$ cat src/design/base_error_histogram_core_defines.svh
// Assertion macros for the base error histogram core.
`ifndef BASE_ERROR_HISTOGRAM_CORE_DEFINES_SVH
`define BASE_ERROR_HISTOGRAM_CORE_DEFINES_SVH

// Check a condition in the same cycle as its trigger.
`define BEH_ASSERT_NOW(label, ante, cons, msg) \
	label: assert property (@(posedge clk) disable iff (!arst_n) (ante) |-> (cons)) \
		else $error(msg);

// Check a condition in the cycle after its trigger.
`define BEH_ASSERT_NEXT(label, ante, cons, msg) \
	label: assert property (@(posedge clk) disable iff (!arst_n) (ante) |=> (cons)) \
		else $error(msg);

`endif

$ cat src/design/beh_ram.sv
// Generic single-write, single-read RAM with registered read data.
module beh_ram #(
	parameter int WIDTH = 32,
	parameter int DEPTH = 64
) (
	input  logic                     clk,
	input  logic                     we,
	input  logic [$clog2(DEPTH)-1:0] waddr,
	input  logic [WIDTH-1:0]         wdata,
	input  logic                     re,
	input  logic [$clog2(DEPTH)-1:0] raddr,
	output logic [WIDTH-1:0]         rdata
);
	logic [WIDTH-1:0] mem [DEPTH];

	// Write port
	always_ff @(posedge clk) begin
		if (we) begin
			mem[waddr] <= wdata;
		end
	end

	// Registered read port, holds while not enabled
	always_ff @(posedge clk) begin
		if (re) begin
			rdata <= mem[raddr];
		end
	end
endmodule

$ cat config.mk
export PLATFORM = sky130hd
export DESIGN_NAME = beh_ram
export DESIGN_NICKNAME = d
export VERILOG_FILES = /design/src/design/base_error_histogram_core_defines.svh /design/src/design/beh_ram.sv
export SDC_FILE = /design/constraint.sdc
export NUM_CORES = 2
export LEC_CHECK = 0
export ABC_AREA = 0
export BUFFER_PORTS_ARGS = -buffer_cell sky130_fd_sc_hd__buf_2
export CORE_UTILIZATION = 59
export CTS_BUF_LIST = sky130_fd_sc_hd__clkbuf_8
export CTS_CLUSTER_SIZE = 24
export DETAILED_ROUTE_END_ITERATION = 8
export PLACE_DENSITY = 0.84
export REMOVE_ABC_BUFFERS = 1
export SLEW_MARGIN = 25
export SYNTH_ARGS = -nofsm -noshare
export SYNTH_HDL_FRONTEND = slang
export SYNTH_SLANG_ARGS = --single-unit
$ cat constraint.sdc
create_clock -name clk -period 4.1 [get_ports clk]
set_input_delay 0.41 -clock clk [delete_from_list [all_inputs] [get_ports clk]]
set_output_delay 0.41 -clock clk [all_outputs]
set_load 0.02 [all_outputs]
==> impl_summary.md <==
Setup path
STA classifies the critical path endpoint as a flip-flop. The number of buffers and inverters on the critical path is 4. The largest stage delay on the critical path is 720 ps. Grouping stages by cell kind, the critical path spends the most delay in buffers and inverters. The worst-path cell with the longest stage delay is sky130_fd_sc_hd__a21oi_1. At the worst endpoint, the required time is 4800 ps. Along the worst path, the maximum fanout reaches 33. The setup slack of the worst register-to-register path is 1530 ps.

The worst setup path is launched from an input pin. At the worst endpoint, the arrival time is 3540 ps. Walking the worst path, the cells encountered are buf_8 -> buf_12 -> buf_4 -> nand3b_1 -> buf_4 -> o221ai_1 -> a21oi_1 -> a21oi_1 -> nor2_1. The setup path with the least slack is of type input pin to flip-flop.

Clock network
The clock-pin transition on the worst setup and hold timing paths is 70 ps. The maximum clock path buffer count is 4. The cell sitting at the root of the clock tree is a sky130_fd_sc_hd__clkbuf_8. The number of clock sinks is 2,080. The number of gates resized after CTS was 0. The TritonCTS clock tree is yes.

Buffers inserted during clock tree synthesis total 316. CTS built an H-tree with a depth of 5. The clock insertion delay at the later pin of the skew report is 1020 ps.

Die
The initialized floorplan defines 133 standard-cell rows. The region available for standard cell placement spans 132,000 µm². The area of the die is 135,000 µm². The number of primary I/O pins is 79. The y dimension of the die is 368 µm. The initial core utilization is 59.7%. The die span in x is 368 µm.

Timing
The slew of the pin with the lowest slew margin is 1080 ps. The final critical delay including setup and external delays is 2850 ps. In this run the tightest slew margin relative to its limit is 28.1%. Derived from the worst setup path, the maximum achievable clock frequency is 351 MHz. The summed negative setup slack over all endpoints is 0 ps.

The number of hold-slack violations in the final timing report is 0. The share of the clock period used by the worst path after layout is 69.4%. The setup slack of the critical path after layout is 1250 ps. Setup repair after global routing left no endpoint under its margin.

The final max-slew violation count is 0. For the final database, setup skew stands at 65.4 ps. The setup violation total in the final timing report is 0.

Hold path
The path class of the tightest hold or removal check is input pin to flip-flop.

Placed design
During placement, the flow inserted port buffers numbering 78. Timing analysis after detailed placement gives a worst setup slack of 458 ps. The placed wire-length estimate is 115,000 µm.

Counting tap cells, the placed design contains a total of 5,174 instances. The weighted congestion reported at the end of routability-driven placement is 0.897.

Layout
The net total in the final layout is 3,802. The number of standard cells in the layout, taps in and fillers out is 5,710. Compared with the post-synthesis result, the final layout area differs by 12.1%. The fraction of layout cells with a size suffix above 1 is 31.6%. The utilization after layout is 67.0%.

Logic synthesis
The most area-hungry cell type in the Yosys netlist is sky130_fd_sc_hd__edfxtp_1. Synthesis produced a netlist whose cell count is 3,324. Yosys attributes the largest share of cell area to sky130_fd_sc_hd__edfxtp_1, sky130_fd_sc_hd__mux4_2, sky130_fd_sc_hd__mux2i_1, sky130_fd_sc_hd__o22ai_1, sky130_fd_sc_hd__nor2_1.

The Yosys step of the flow raised 0 warnings. A synthesized cell averages 23.7 µm². After synthesis the netlist holds a flip-flop and latch count of 2,080. After synthesis the cells add up to 78,800 µm². Sequential elements use 79.2% of the synthesized area. The share of the synthesized area in the top cell type is 79.2%.

In this run, distinct cell masters in the synthesized netlist total 33.

GRT
Entering global routing, the biggest net connects 65 pins. The busiest layer in global routing is met2. The aggregate global routing overflow is 0. The via count of the first global-routing pass is 41,300. The global routing usage on met3 is 9.39%. The initial antenna violation count is 13. The wire length of the first global-routing pass is 293,000 µm. For this run, global-route usage on met1 was measured as 40.5%.

The global-route track usage on met2 is 47.4%. The global-route total usage across every layer is 31.2%.

Flow run
The number of max-cap violations is 0.

Routing
The count of unresolved DRC violations after routing is 0. In the final routed layout, each cell accounts on average for 37.6 µm. The DRC violation total after the first TritonRoute iteration is 7,299. The wire length after detailed routing is 215,000 µm. Dividing the detail-routed via count by the number of cells gives 7.14.

Summing over every cut layer, the via total after detailed routing is 40,800. Once detail routing completed, the nets flagged for antenna violations numbered 0. The first-pass iteration count of the detailed router is 6.

Power and ir drop
VDD sags by at most 315 µV. The analysis attributes to cell leakage a power of 28.0 nW. The power per standard cell area is 466 nW/µm².

Run status
The run finished with clean final reports.
## layout by cell type, fill, tap and decap left out, types with 5 or more instances in the layout
cell and count:
sky130_fd_sc_hd__mux2i_1 93, sky130_fd_sc_hd__nand2_1 26, sky130_fd_sc_hd__dlygate4sd3_1 18, sky130_fd_sc_hd__edfxtp_1 2080
sky130_fd_sc_hd__o221ai_1 27, sky130_fd_sc_hd__nor2_4 62, sky130_fd_sc_hd__nor2_1 75, sky130_fd_sc_hd__buf_4 188
sky130_fd_sc_hd__clkinv_1 64, sky130_fd_sc_hd__mux4_2 544, sky130_fd_sc_hd__nor3_1 5, sky130_fd_sc_hd__o22ai_1 84
sky130_fd_sc_hd__nand3b_1 5, sky130_fd_sc_hd__nand2b_1 8, sky130_fd_sc_hd__inv_1 90, sky130_fd_sc_hd__buf_12 25
sky130_fd_sc_hd__clkbuf_8 323, sky130_fd_sc_hd__clkinv_2 25, sky130_fd_sc_hd__diode_2 7, sky130_fd_sc_hd__a21oi_1 62
sky130_fd_sc_hd__a22oi_1 12, sky130_fd_sc_hd__buf_2 61, sky130_fd_sc_hd__nor2b_1 14, sky130_fd_sc_hd__a311oi_1 8
## metal layers
metal / vias up / wire (µm)
met3: 831 / 34400
met5: - / 79
met1: 20600 / 66100
met2: 4222 / 100000
li1: 15200 / -
met4: 12 / 13800
## synthesized netlist by cell type (all sizes together)
| master | instances |
|---|---|
| nand2b | 8 |
| nand3b | 5 |
| nand3 | 5 |
| a22oi | 12 |
| edfxtp | 2080 |
| or3b | 5 |
| o32ai | 4 |
| nor2b | 15 |
| a41o | 4 |
| nor3 | 7 |
| clkbuf | 74 |
| or2 | 3 |
| nor2 | 137 |
| nand4b | 1 |
| and3 | 4 |
| nand4 | 2 |
| buf | 108 |
| or3 | 3 |
| and2 | 2 |
| nand2 | 26 |
| a21oi | 62 |
| o221ai | 27 |
| mux2i | 93 |
| a311oi | 8 |
| mux4 | 544 |
| o22ai | 84 |
| a31oi | 1 |
## report_power, final
group          internal [mW]  total (mW)  switching [mW]  leakage, nW
Combinational          0.841        2.42            1.58         6.19
Sequential              23.6        23.7          0.0929         18.7
Clock                   7.37        15.1            7.71         3.04
Total                   31.8        41.2            9.39         28.0
## final cells by class
cell class                 instances  area [µm²]
tap                             1755        2200
antenna                            7        17.5
sequential                      2080       62500
multi-input combinational       1062       16000
clock inverter                   188         820
timing repair buffer             295        2440
clock buffer                     323        4450
fill                            7188       43600
## repair_timing
item,in CTS,in global routing
buffers inserted,0,0
hold endpoints to repair,357,93
hold buffers,13,5
## kinds of logic after synthesis
| kind of cell | share of synthesized area, % |
|---|---|
| buffers and inverters | 1.12 |
| and+or+nand+nor | 1.26 |
| AOI/OAI and AO/OA | 1.67 |
| DFF | 79.2 |
| muxes | 16.7 |
## state kept, by name (all words and copies together), names as in the netlist
name,flops
mem,2048
rdata,32
## final timing paths
| path | start | endpoint | cells after the start |
|---|---|---|---|
| setup / recovery | raddr[0] | rdata[29]$_DFFE_PP_ | 9 |
| setup reg to reg | mem[59][23]$_DFFE_PP_ | rdata[23]$_DFFE_PP_ | 4 |
| hold reg to reg | mem[13][20]$_DFFE_PP_ | rdata[20]$_DFFE_PP_ | 4 |
| hold / removal | wdata[22] | mem[30][22]$_DFFE_PP_ | 1 |
## worst register-to-register path, cell delays in order (launching register included)
cell and delay [ps]:
sky130_fd_sc_hd__edfxtp_1 370, sky130_fd_sc_hd__mux4_2 480, sky130_fd_sc_hd__mux4_2 560, sky130_fd_sc_hd__o22ai_1 690, sky130_fd_sc_hd__nor2_1 200
## through the flow
step	total power, mW	instance area [µm²]	hold WS [ps]
2_1_floorplan	25.0	77900	509
3_3_place_gp	26.3	82800	743
3_5_place_dp	26.4	82900	760
4_1_cts	41.0	88300	6.02
5_1_grt	42.0	88300	2.89
6_report	41.2	88400	32.0
Note: power is estimated with default switching activity, not from simulation.
