$ cat src/design/base_error_histogram_core_defines.svh
// Assertion macros for the base error histogram core.
`ifndef BASE_ERROR_HISTOGRAM_CORE_DEFINES_SVH
`define BASE_ERROR_HISTOGRAM_CORE_DEFINES_SVH

// Check a condition in the same cycle as its trigger.
`define BEH_ASSERT_NOW(label, ante, cons, msg) \
	label: assert property (@(posedge clk) disable iff (!arst_n) (ante) |-> (cons)) \
		else $error(msg);

// Check a condition in the cycle after its trigger.
`define BEH_ASSERT_NEXT(label, ante, cons, msg) \
	label: assert property (@(posedge clk) disable iff (!arst_n) (ante) |=> (cons)) \
		else $error(msg);

`endif

$ cat src/design/beh_pkg.sv
// Types and constants shared by the base error histogram modules.
package beh_pkg;

	// Field widths of the stream items
	localparam int ACT_W    = 3;
	localparam int BASE_W   = 3;
	localparam int QUAL_W   = 6;
	localparam int FILE_W   = 2;
	localparam int KEY_W    = 5;
	localparam int IDX_W    = 6;
	localparam int OUT_W    = 32;
	localparam int S_DATA_W = 32;
	localparam int M_DATA_W = 40;

	// Key table layout
	localparam int KEYS = 25;
	localparam logic [KEY_W-1:0]  KEY_GAP_GAP  = 5'd24;
	localparam logic [KEY_W-1:0]  KEY_INS_BASE = 5'd20;
	localparam logic [BASE_W-1:0] SYM_GAP      = 3'd4;

	// Request kinds carried in tuser
	localparam logic [ACT_W-1:0] ACT_BASE      = 3'd0;
	localparam logic [ACT_W-1:0] ACT_DELETION  = 3'd1;
	localparam logic [ACT_W-1:0] ACT_REDUNDANT = 3'd2;
	localparam logic [ACT_W-1:0] ACT_READ_ERR  = 3'd3;
	localparam logic [ACT_W-1:0] ACT_READ_HIST = 3'd4;

	// Counted indel lengths
	localparam logic signed [2:0] INDEL_NONE    = 3'sd0;
	localparam logic signed [2:0] INDEL_DEL_ONE = -3'sd1;
	localparam logic signed [2:0] INDEL_INS_ONE = 3'sd1;

	// Request payload as packed in tdata, highest field first
	typedef struct packed {
		logic                has_next_base;
		logic [FILE_W-1:0]   file_index;
		logic [QUAL_W-1:0]   next_quality;
		logic [QUAL_W-1:0]   quality;
		logic [BASE_W-1:0]   next_genome_base;
		logic [BASE_W-1:0]   genome_base;
		logic [BASE_W-1:0]   next_read_base;
		logic [BASE_W-1:0]   read_base;
		logic signed [2:0]   indel;
		logic                reversed;
	} item_t;

	// One counter update produced by the key decoder
	typedef struct packed {
		logic              valid;
		logic [KEY_W-1:0]  key;
		logic [QUAL_W-1:0] qual;
	} op_t;

	typedef enum logic [2:0] {
		ST_CLEAR,
		ST_IDLE,
		ST_ERR_RD,
		ST_ERR_WR,
		ST_HIST_RD,
		ST_HIST_WR,
		ST_DUMP_RD,
		ST_DUMP_WR
	} state_t;

endpackage

$ cat src/design/beh_keys.sv
// Key decoder: turns one aligned base into at most two counter updates.
module beh_keys (
	input  logic          enable,
	input  beh_pkg::item_t item,
	output beh_pkg::op_t   pair_op,
	output beh_pkg::op_t   gap_op
);
	import beh_pkg::*;

	logic [1:0]        ref_sym;
	logic [1:0]        obs_sym;
	logic [1:0]        del_sym;
	logic [1:0]        ins_sym;
	logic [BASE_W-1:0] step_read;
	logic [BASE_W-1:0] step_ref;
	logic [QUAL_W-1:0] step_qual;

	function automatic logic [KEY_W-1:0] key_of(input logic [1:0] r, input logic [BASE_W-1:0] o);
		return KEY_W'({r, 2'b00}) + KEY_W'(r) + KEY_W'(o);
	endfunction

	// Complement symbols on the reverse strand
	assign ref_sym = item.reversed ? ~item.genome_base[1:0]      : item.genome_base[1:0];
	assign obs_sym = item.reversed ? ~item.read_base[1:0]        : item.read_base[1:0];
	assign del_sym = item.reversed ? ~item.next_genome_base[1:0] : item.next_genome_base[1:0];
	assign ins_sym = item.reversed ? ~item.next_read_base[1:0]   : item.next_read_base[1:0];

	// Reverse strand takes the step from the current base
	assign step_read = item.reversed ? item.read_base   : item.next_read_base;
	assign step_ref  = item.reversed ? item.genome_base : item.next_genome_base;
	assign step_qual = item.reversed ? item.quality     : item.next_quality;

	// Match or substitution pair
	always_comb begin
		pair_op.valid = enable && !item.read_base[2] && !item.genome_base[2];
		pair_op.key   = key_of(ref_sym, {1'b0, obs_sym});
		pair_op.qual  = item.quality;
	end

	// Gap key: step, single deletion or single insertion
	always_comb begin
		gap_op.valid = 1'b0;
		gap_op.key   = KEY_GAP_GAP;
		gap_op.qual  = step_qual;
		unique case (item.indel)
			INDEL_NONE: begin
				gap_op.valid = enable && item.has_next_base && !step_read[2] && !step_ref[2];
			end
			INDEL_DEL_ONE: begin
				gap_op.valid = enable && !step_read[2] && !item.next_genome_base[2];
				gap_op.key   = key_of(del_sym, SYM_GAP);
			end
			INDEL_INS_ONE: begin
				gap_op.valid = enable && item.has_next_base && !item.next_read_base[2];
				gap_op.key   = KEY_INS_BASE + KEY_W'(ins_sym);
				gap_op.qual  = item.next_quality;
			end
			default: begin
				gap_op.valid = 1'b0;
			end
		endcase
	end
endmodule

$ cat config.mk
export PLATFORM = sky130hd
export DESIGN_NAME = beh_keys
export DESIGN_NICKNAME = d
export VERILOG_FILES = /design/src/design/base_error_histogram_core_defines.svh /design/src/design/beh_pkg.sv /design/src/design/beh_keys.sv
export SDC_FILE = /design/constraint.sdc
export NUM_CORES = 1
export LEC_CHECK = 0
export ABC_AREA = 0
export ABC_CLOCK_PERIOD_IN_PS = 2700
export BUFFER_PORTS_ARGS = -buffer_cell sky130_fd_sc_hd__clkbuf_2
export CORE_MARGIN = 5
export CORE_UTILIZATION = 30
export DETAILED_ROUTE_END_ITERATION = 7
export PLACE_DENSITY = 0.86
export SETUP_SLACK_MARGIN = 0.5
export SLEW_MARGIN = 20
export SYNTH_ARGS = -nofsm -noshare
export SYNTH_HDL_FRONTEND = slang
export SYNTH_SLANG_ARGS = --single-unit
export TNS_END_PERCENT = 100
$ cat constraint.sdc
create_clock -name vclk -period 2.7
set_clock_uncertainty 0.15 [all_clocks]
set_input_delay 0.54 -clock vclk [all_inputs]
set_output_delay 0.54 -clock vclk [all_outputs]
set_load 0.02 [all_outputs]
==> flow_metrics.tcl, run 1 <==
set metrics [dict create \
    drt_wl_total_mm 1.97 \
    syn_area_sq_um 463 \
    final_cell_mix "clkbuf_2 (35), buf_8 (11), buf_4 (11), mux2_4 (6)" \
    netlist-cell-type-count 27 \
    crit_slowest_cell "fa_2" \
    setup_tns_ns 0 \
    register_area_sq_um 0 \
    endpoint_kind "output pin" \
    dieArea_sq_mm 0.00243 \
    die_x_um 49.3 \
    dieHeight_um 49.3 \
    grt_use_total_pct 16.0 \
    layout.nets 156 \
    start_util_pct 31.1 \
    rsz0062_at_grt "true" \
    first_pass_iters 4 \
    dr.first_iter.drc_count 8 \
    cp_top_family "adder cells" \
    drive_gt1_share_pct 82.2 \
    vias_per_cell 5.00 \
    total_power_w 0.000311 \
    core_area_sq_mm 0.00149 \
    ios 56 \
    portBuffers 54 \
    final_common_cell "clkbuf_2" \
    rows 14 \
    cap_violations 0 \
    irDropWorstVdd_uv 146 \
    vias 670 \
    setup_viol 0 \
    yosysWarningCount 0 \
    synthTopCellsByArea "mux2_2 (15%), xor2_1 (11%), buf_4 (9.7%), ha_1 (8.1%), o221a_2 (4.9%)" \
    ys_seq_area_share_pct 0 \
    ctsHoldBuffers 0 \
    synth_top_area_share_pct 14.6 \
    p_leak_nw 0.583 \
    maxSlewViolCount 0 \
    yosys.area.top_type "mux2_2" \
    final_antenna_net_count 0 \
    timing.final.ws_setup_ns 0.218 \
    gp_congestion 0.728 \
    synth_area_per_cell_sq_um 7.72 \
    hold_violations 0 \
    worst_pin_slew_ns 0.300 \
    diodes 0 \
    seq_cells 0 \
    crit_fanout 5 \
    fin_crit_sh_pct 91.9 \
    powerDensity_mw_per_mm2 260 \
    place_hpwl_mm 1.35 \
    hold_ws_ns 1.16 \
    synth_fp_nets 96 \
    grt_pass1_vias 778 \
    cp_data_required_time_ns 2.01 \
    pre_cts_ws_ns 0.0796 \
    crit_chain "clkbuf_16 > xnor2_4 > inv_2 > ha_4 > fa_2 > and3_4 > buf_8" \
    fin_crit_ns 2.48 \
    worst-setup-path-type "input pin to output pin" \
    status "completed" \
    grt_pass1_wl_mm 3.24 \
    worstPathArrival_ns 1.79 \
    worstHoldPathType "input pin to output pin" \
    crit_path_start_kind "input pin" \
    slowest_delay_ns 0.41 \
    syn_to_final_growth_pct 158 \
    fmax_ghz 0.403 \
    drc 0 \
    crit_buf_inv 3 \
    overflow 0 \
    placed_area_sq_um 807 \
    syn_inst 60 \
    clockBufferCount 0 \
    fin_area_sq_mm 0.00119 \
    grt_antenna_before_repair 0 \
    wl_per_cell_um 14.7 \
    slew_headroom_pct 80.0 \
    grt_max_degree 8 \
]
==> area by class of cell <==
cell class / count / area (sq um)
Fill cell: 90 / 295
Inverter: 3 / 11.3
Multi-Input combinational cell: 48 / 594
Tap cell: 16 / 20.0
Timing Repair Buffer: 67 / 568
==> kinds of logic (layout without fill, tap and decap cells) <==
group	count (synthesis)	after routing	share of synthesized area (%)
compound gates	10	10	18.1
xor+xnor	8	8	15.1
fa+ha+maj	4	4	12.4
buf+inv	12	70	15.4
mux	7	7	16.8
simple gates	19	19	22.2
==> timing repair <==
| action | CTS | global route |
|---|---|---|
| pin swaps | 12 | 8 |
| setup buffers | 9 | 1 |
| resized for setup | 53 | 20 |
| endpoints found under the setup margin | 16 | 16 |
| cloned | 0 | 0 |
==> synth_stat cells, drive strengths merged <==
cell    instances
xnor2           2
o221a           2
fa              1
a221oi          2
nor2            2
xor2            6
and3            1
nor3            2
nand2           4
mux2i           1
inv             3
a21oi           2
nor4            1
o21ai           3
and2            2
nand2b          2
a22oi           1
nor3b           1
or2             1
nand3           1
or3             1
ha              3
mux2            6
buf             9
nand3b          1
==> metrics by stage <==
step / util, % / std cells
finish: 80.2 / 134
global route: 80.2 / 134
CTS: 77.1 / 133
detailed placement: 54.2 / 124
global placement: 54.2 / 124
floorplan: - / 60
==> per-layer routing <==
layer  vias up  GRT usage [%]  routed length [um]
li1        325              -                   -
met1       305           16.5                 687
met2        36           30.7                1080
met3         4           4.28                 154
met4         0           4.04                  41
met5         -              0                   0
==> path summary, 6_finish.rpt <==
check / end / slack [ns] / cells past startpoint / from
setup / recovery: pair_op[10] / 0.22 / 7 / item[0]
hold / removal: pair_op[1] / 1.16 / 2 / item[17]
==> report_power, final <==
| group | switching, W | total, W | internal, W |
|---|---|---|---|
| registers | 0 | 0 | 0 |
| clock network | 0 | 0 | 0 |
| logic | 0.000142 | 0.000311 | 0.000168 |
| total | 0.000142 | 0.000311 | 0.000168 |
Power figures use the tool's default switching activity.
==> run 2: changes to the inputs <==
REMOVE_ABC_BUFFERS = 1   (was not set)
SKIP_LAST_GASP = 1   (was not set)
==> run 2 against run 1 <==
  * Wire length is 1.1% higher
  * Global-route usage is 1.2 points lower
  * Critical path depth stayed put
  * Hold slack better by 0.0044 ns
  * Sequential cell count stayed put
  * Worst setup slack better by 0.024 ns
  * Maximum frequency is 0.97% higher
  * Largest power group unchanged
  * Die area stayed put
  * Utilization is 4.1 points lower
==> flow_metrics.tcl, run 2 (synthesis results as in run 1) <==
set metrics [dict create \
    status "completed" \
    cap_violations 0 \
    final_antenna_net_count 0 \
    cp_data_required_time_ns 2.01 \
    crit_path_start_kind "input pin" \
    ios 56 \
    powerDensity_mw_per_mm2 253 \
    layout.nets 153 \
    final_common_cell "clkbuf_2" \
    grt_max_degree 8 \
    setup_tns_ns 0 \
    total_power_w 0.000287 \
    grt_antenna_before_repair 0 \
    syn_to_final_growth_pct 145 \
    drt_wl_total_mm 1.99 \
    rows 14 \
    crit_chain "clkbuf_16 > xnor2_4 > inv_2 > ha_4 > fa_2 > xnor2_2 > clkbuf_8" \
    grt_pass1_wl_mm 3.01 \
    place_hpwl_mm 1.34 \
    rsz0062_at_grt "true" \
    grt_use_total_pct 14.8 \
    endpoint_kind "output pin" \
    fin_crit_sh_pct 91.0 \
    diodes 0 \
    ctsHoldBuffers 0 \
    worst-setup-path-type "input pin to output pin" \
    slowest_delay_ns 0.36 \
    grt_pass1_vias 674 \
    dr_wl_met3_um 231 \
    final_cell_mix "clkbuf_2 (36), buf_8 (11), buf_4 (9), mux2_4 (6)" \
    vias 681 \
    dieArea_sq_mm 0.00243 \
    crit_slowest_cell "fa_2" \
    wl_per_cell_um 15.2 \
    worstPathArrival_ns 1.77 \
    die_x_um 49.3 \
    vias_per_cell 5.20 \
    fmax_ghz 0.407 \
    core_area_sq_mm 0.00149 \
    first_pass_iters 4 \
    worst_pin_slew_ns 0.336 \
    hold_violations 0 \
    seq_cells 0 \
    drt-met1-wl_um 627 \
    nFillCells 96 \
    drive_gt1_share_pct 78.3 \
    crit_fanout 5 \
    highest_layer "met3" \
    drc 0 \
    p_leak_nw 0.567 \
    maxSlewViolCount 0 \
    portBuffers 54 \
    irDropWorstVdd_uv 130 \
    dieHeight_um 49.3 \
    dr.first_iter.drc_count 2 \
    register_area_sq_um 0 \
    setup_viol 0 \
    start_util_pct 31.1 \
    slew_headroom_pct 77.6 \
    worstHoldPathType "input pin to output pin" \
    overflow 0 \
    clockBufferCount 0 \
    fin_crit_ns 2.46 \
    multi_input_area_sq_um 581 \
    dr_wl_met2_mm 1.13 \
    gp_congestion 0.697 \
]
[run 2: cell count changes in the layout (fill, tap and decap cells not counted), sizes merged]
cell and delta:
clkbuf +1, buf -4
[run 2: critical path: cells and delay by family]
family / cells / cell delay [ns]
fa+ha+maj: 2 / 0.52
buf+inv: 3 / 0.38
xor+xnor: 2 / 0.32
[run 2: final timing paths]
kind | start | endpoint | slack, ns | cells after the start
setup / recovery | item[0] | pair_op[8] | 0.24 | 7
hold / removal | item[21] | pair_op[5] | 1.17 | 2
[run 2: repair_timing]
item	in CTS	in global routing
resized for setup	54	28
setup buffers	6	2
setup endpoints to repair	16	16
pin swaps	13	7
gates cloned	0	0
hold endpoints to repair	0	0
[run 2: layout make-up]
| type | count | share of cell area (%) |
|---|---|---|
| timing repair buffer | 64 | 46.0 |
| tap | 16 | 1.77 |
| inverter | 3 | 0.994 |
| multi-input combinational | 48 | 51.3 |
[run 2: metal layers]
| layer | up-vias | global-route usage, % |
|---|---|---|
| met2 | 44 | 31.1 |
| met4 | 0 | 0 |
| li1 | 318 | - |
| met5 | - | 0 |
| met1 | 319 | 14.6 |
| met3 | 0 | 3.67 |
[run 2: power by group]
group          switching (W)  internal (W)
sequential                 0             0
combinational       0.000136      0.000151
clock                      0             0
[run 2: metrics by stage]
stage / hold slack, ns / std cells / util [%] / setup WS [ns] / area (sq um)
floorplan: 0.930 / 51 / - / 0.138 / 403
global placement: 1.17 / 123 / 47.6 / 0.0683 / 708
detailed placement: 1.17 / 123 / 47.6 / 0.0135 / 708
CTS: 1.17 / 129 / 67.4 / 0.235 / 1000
global route: 1.18 / 131 / 76.1 / 0.207 / 1130
finish: 1.17 / 131 / 76.1 / 0.242 / 1130
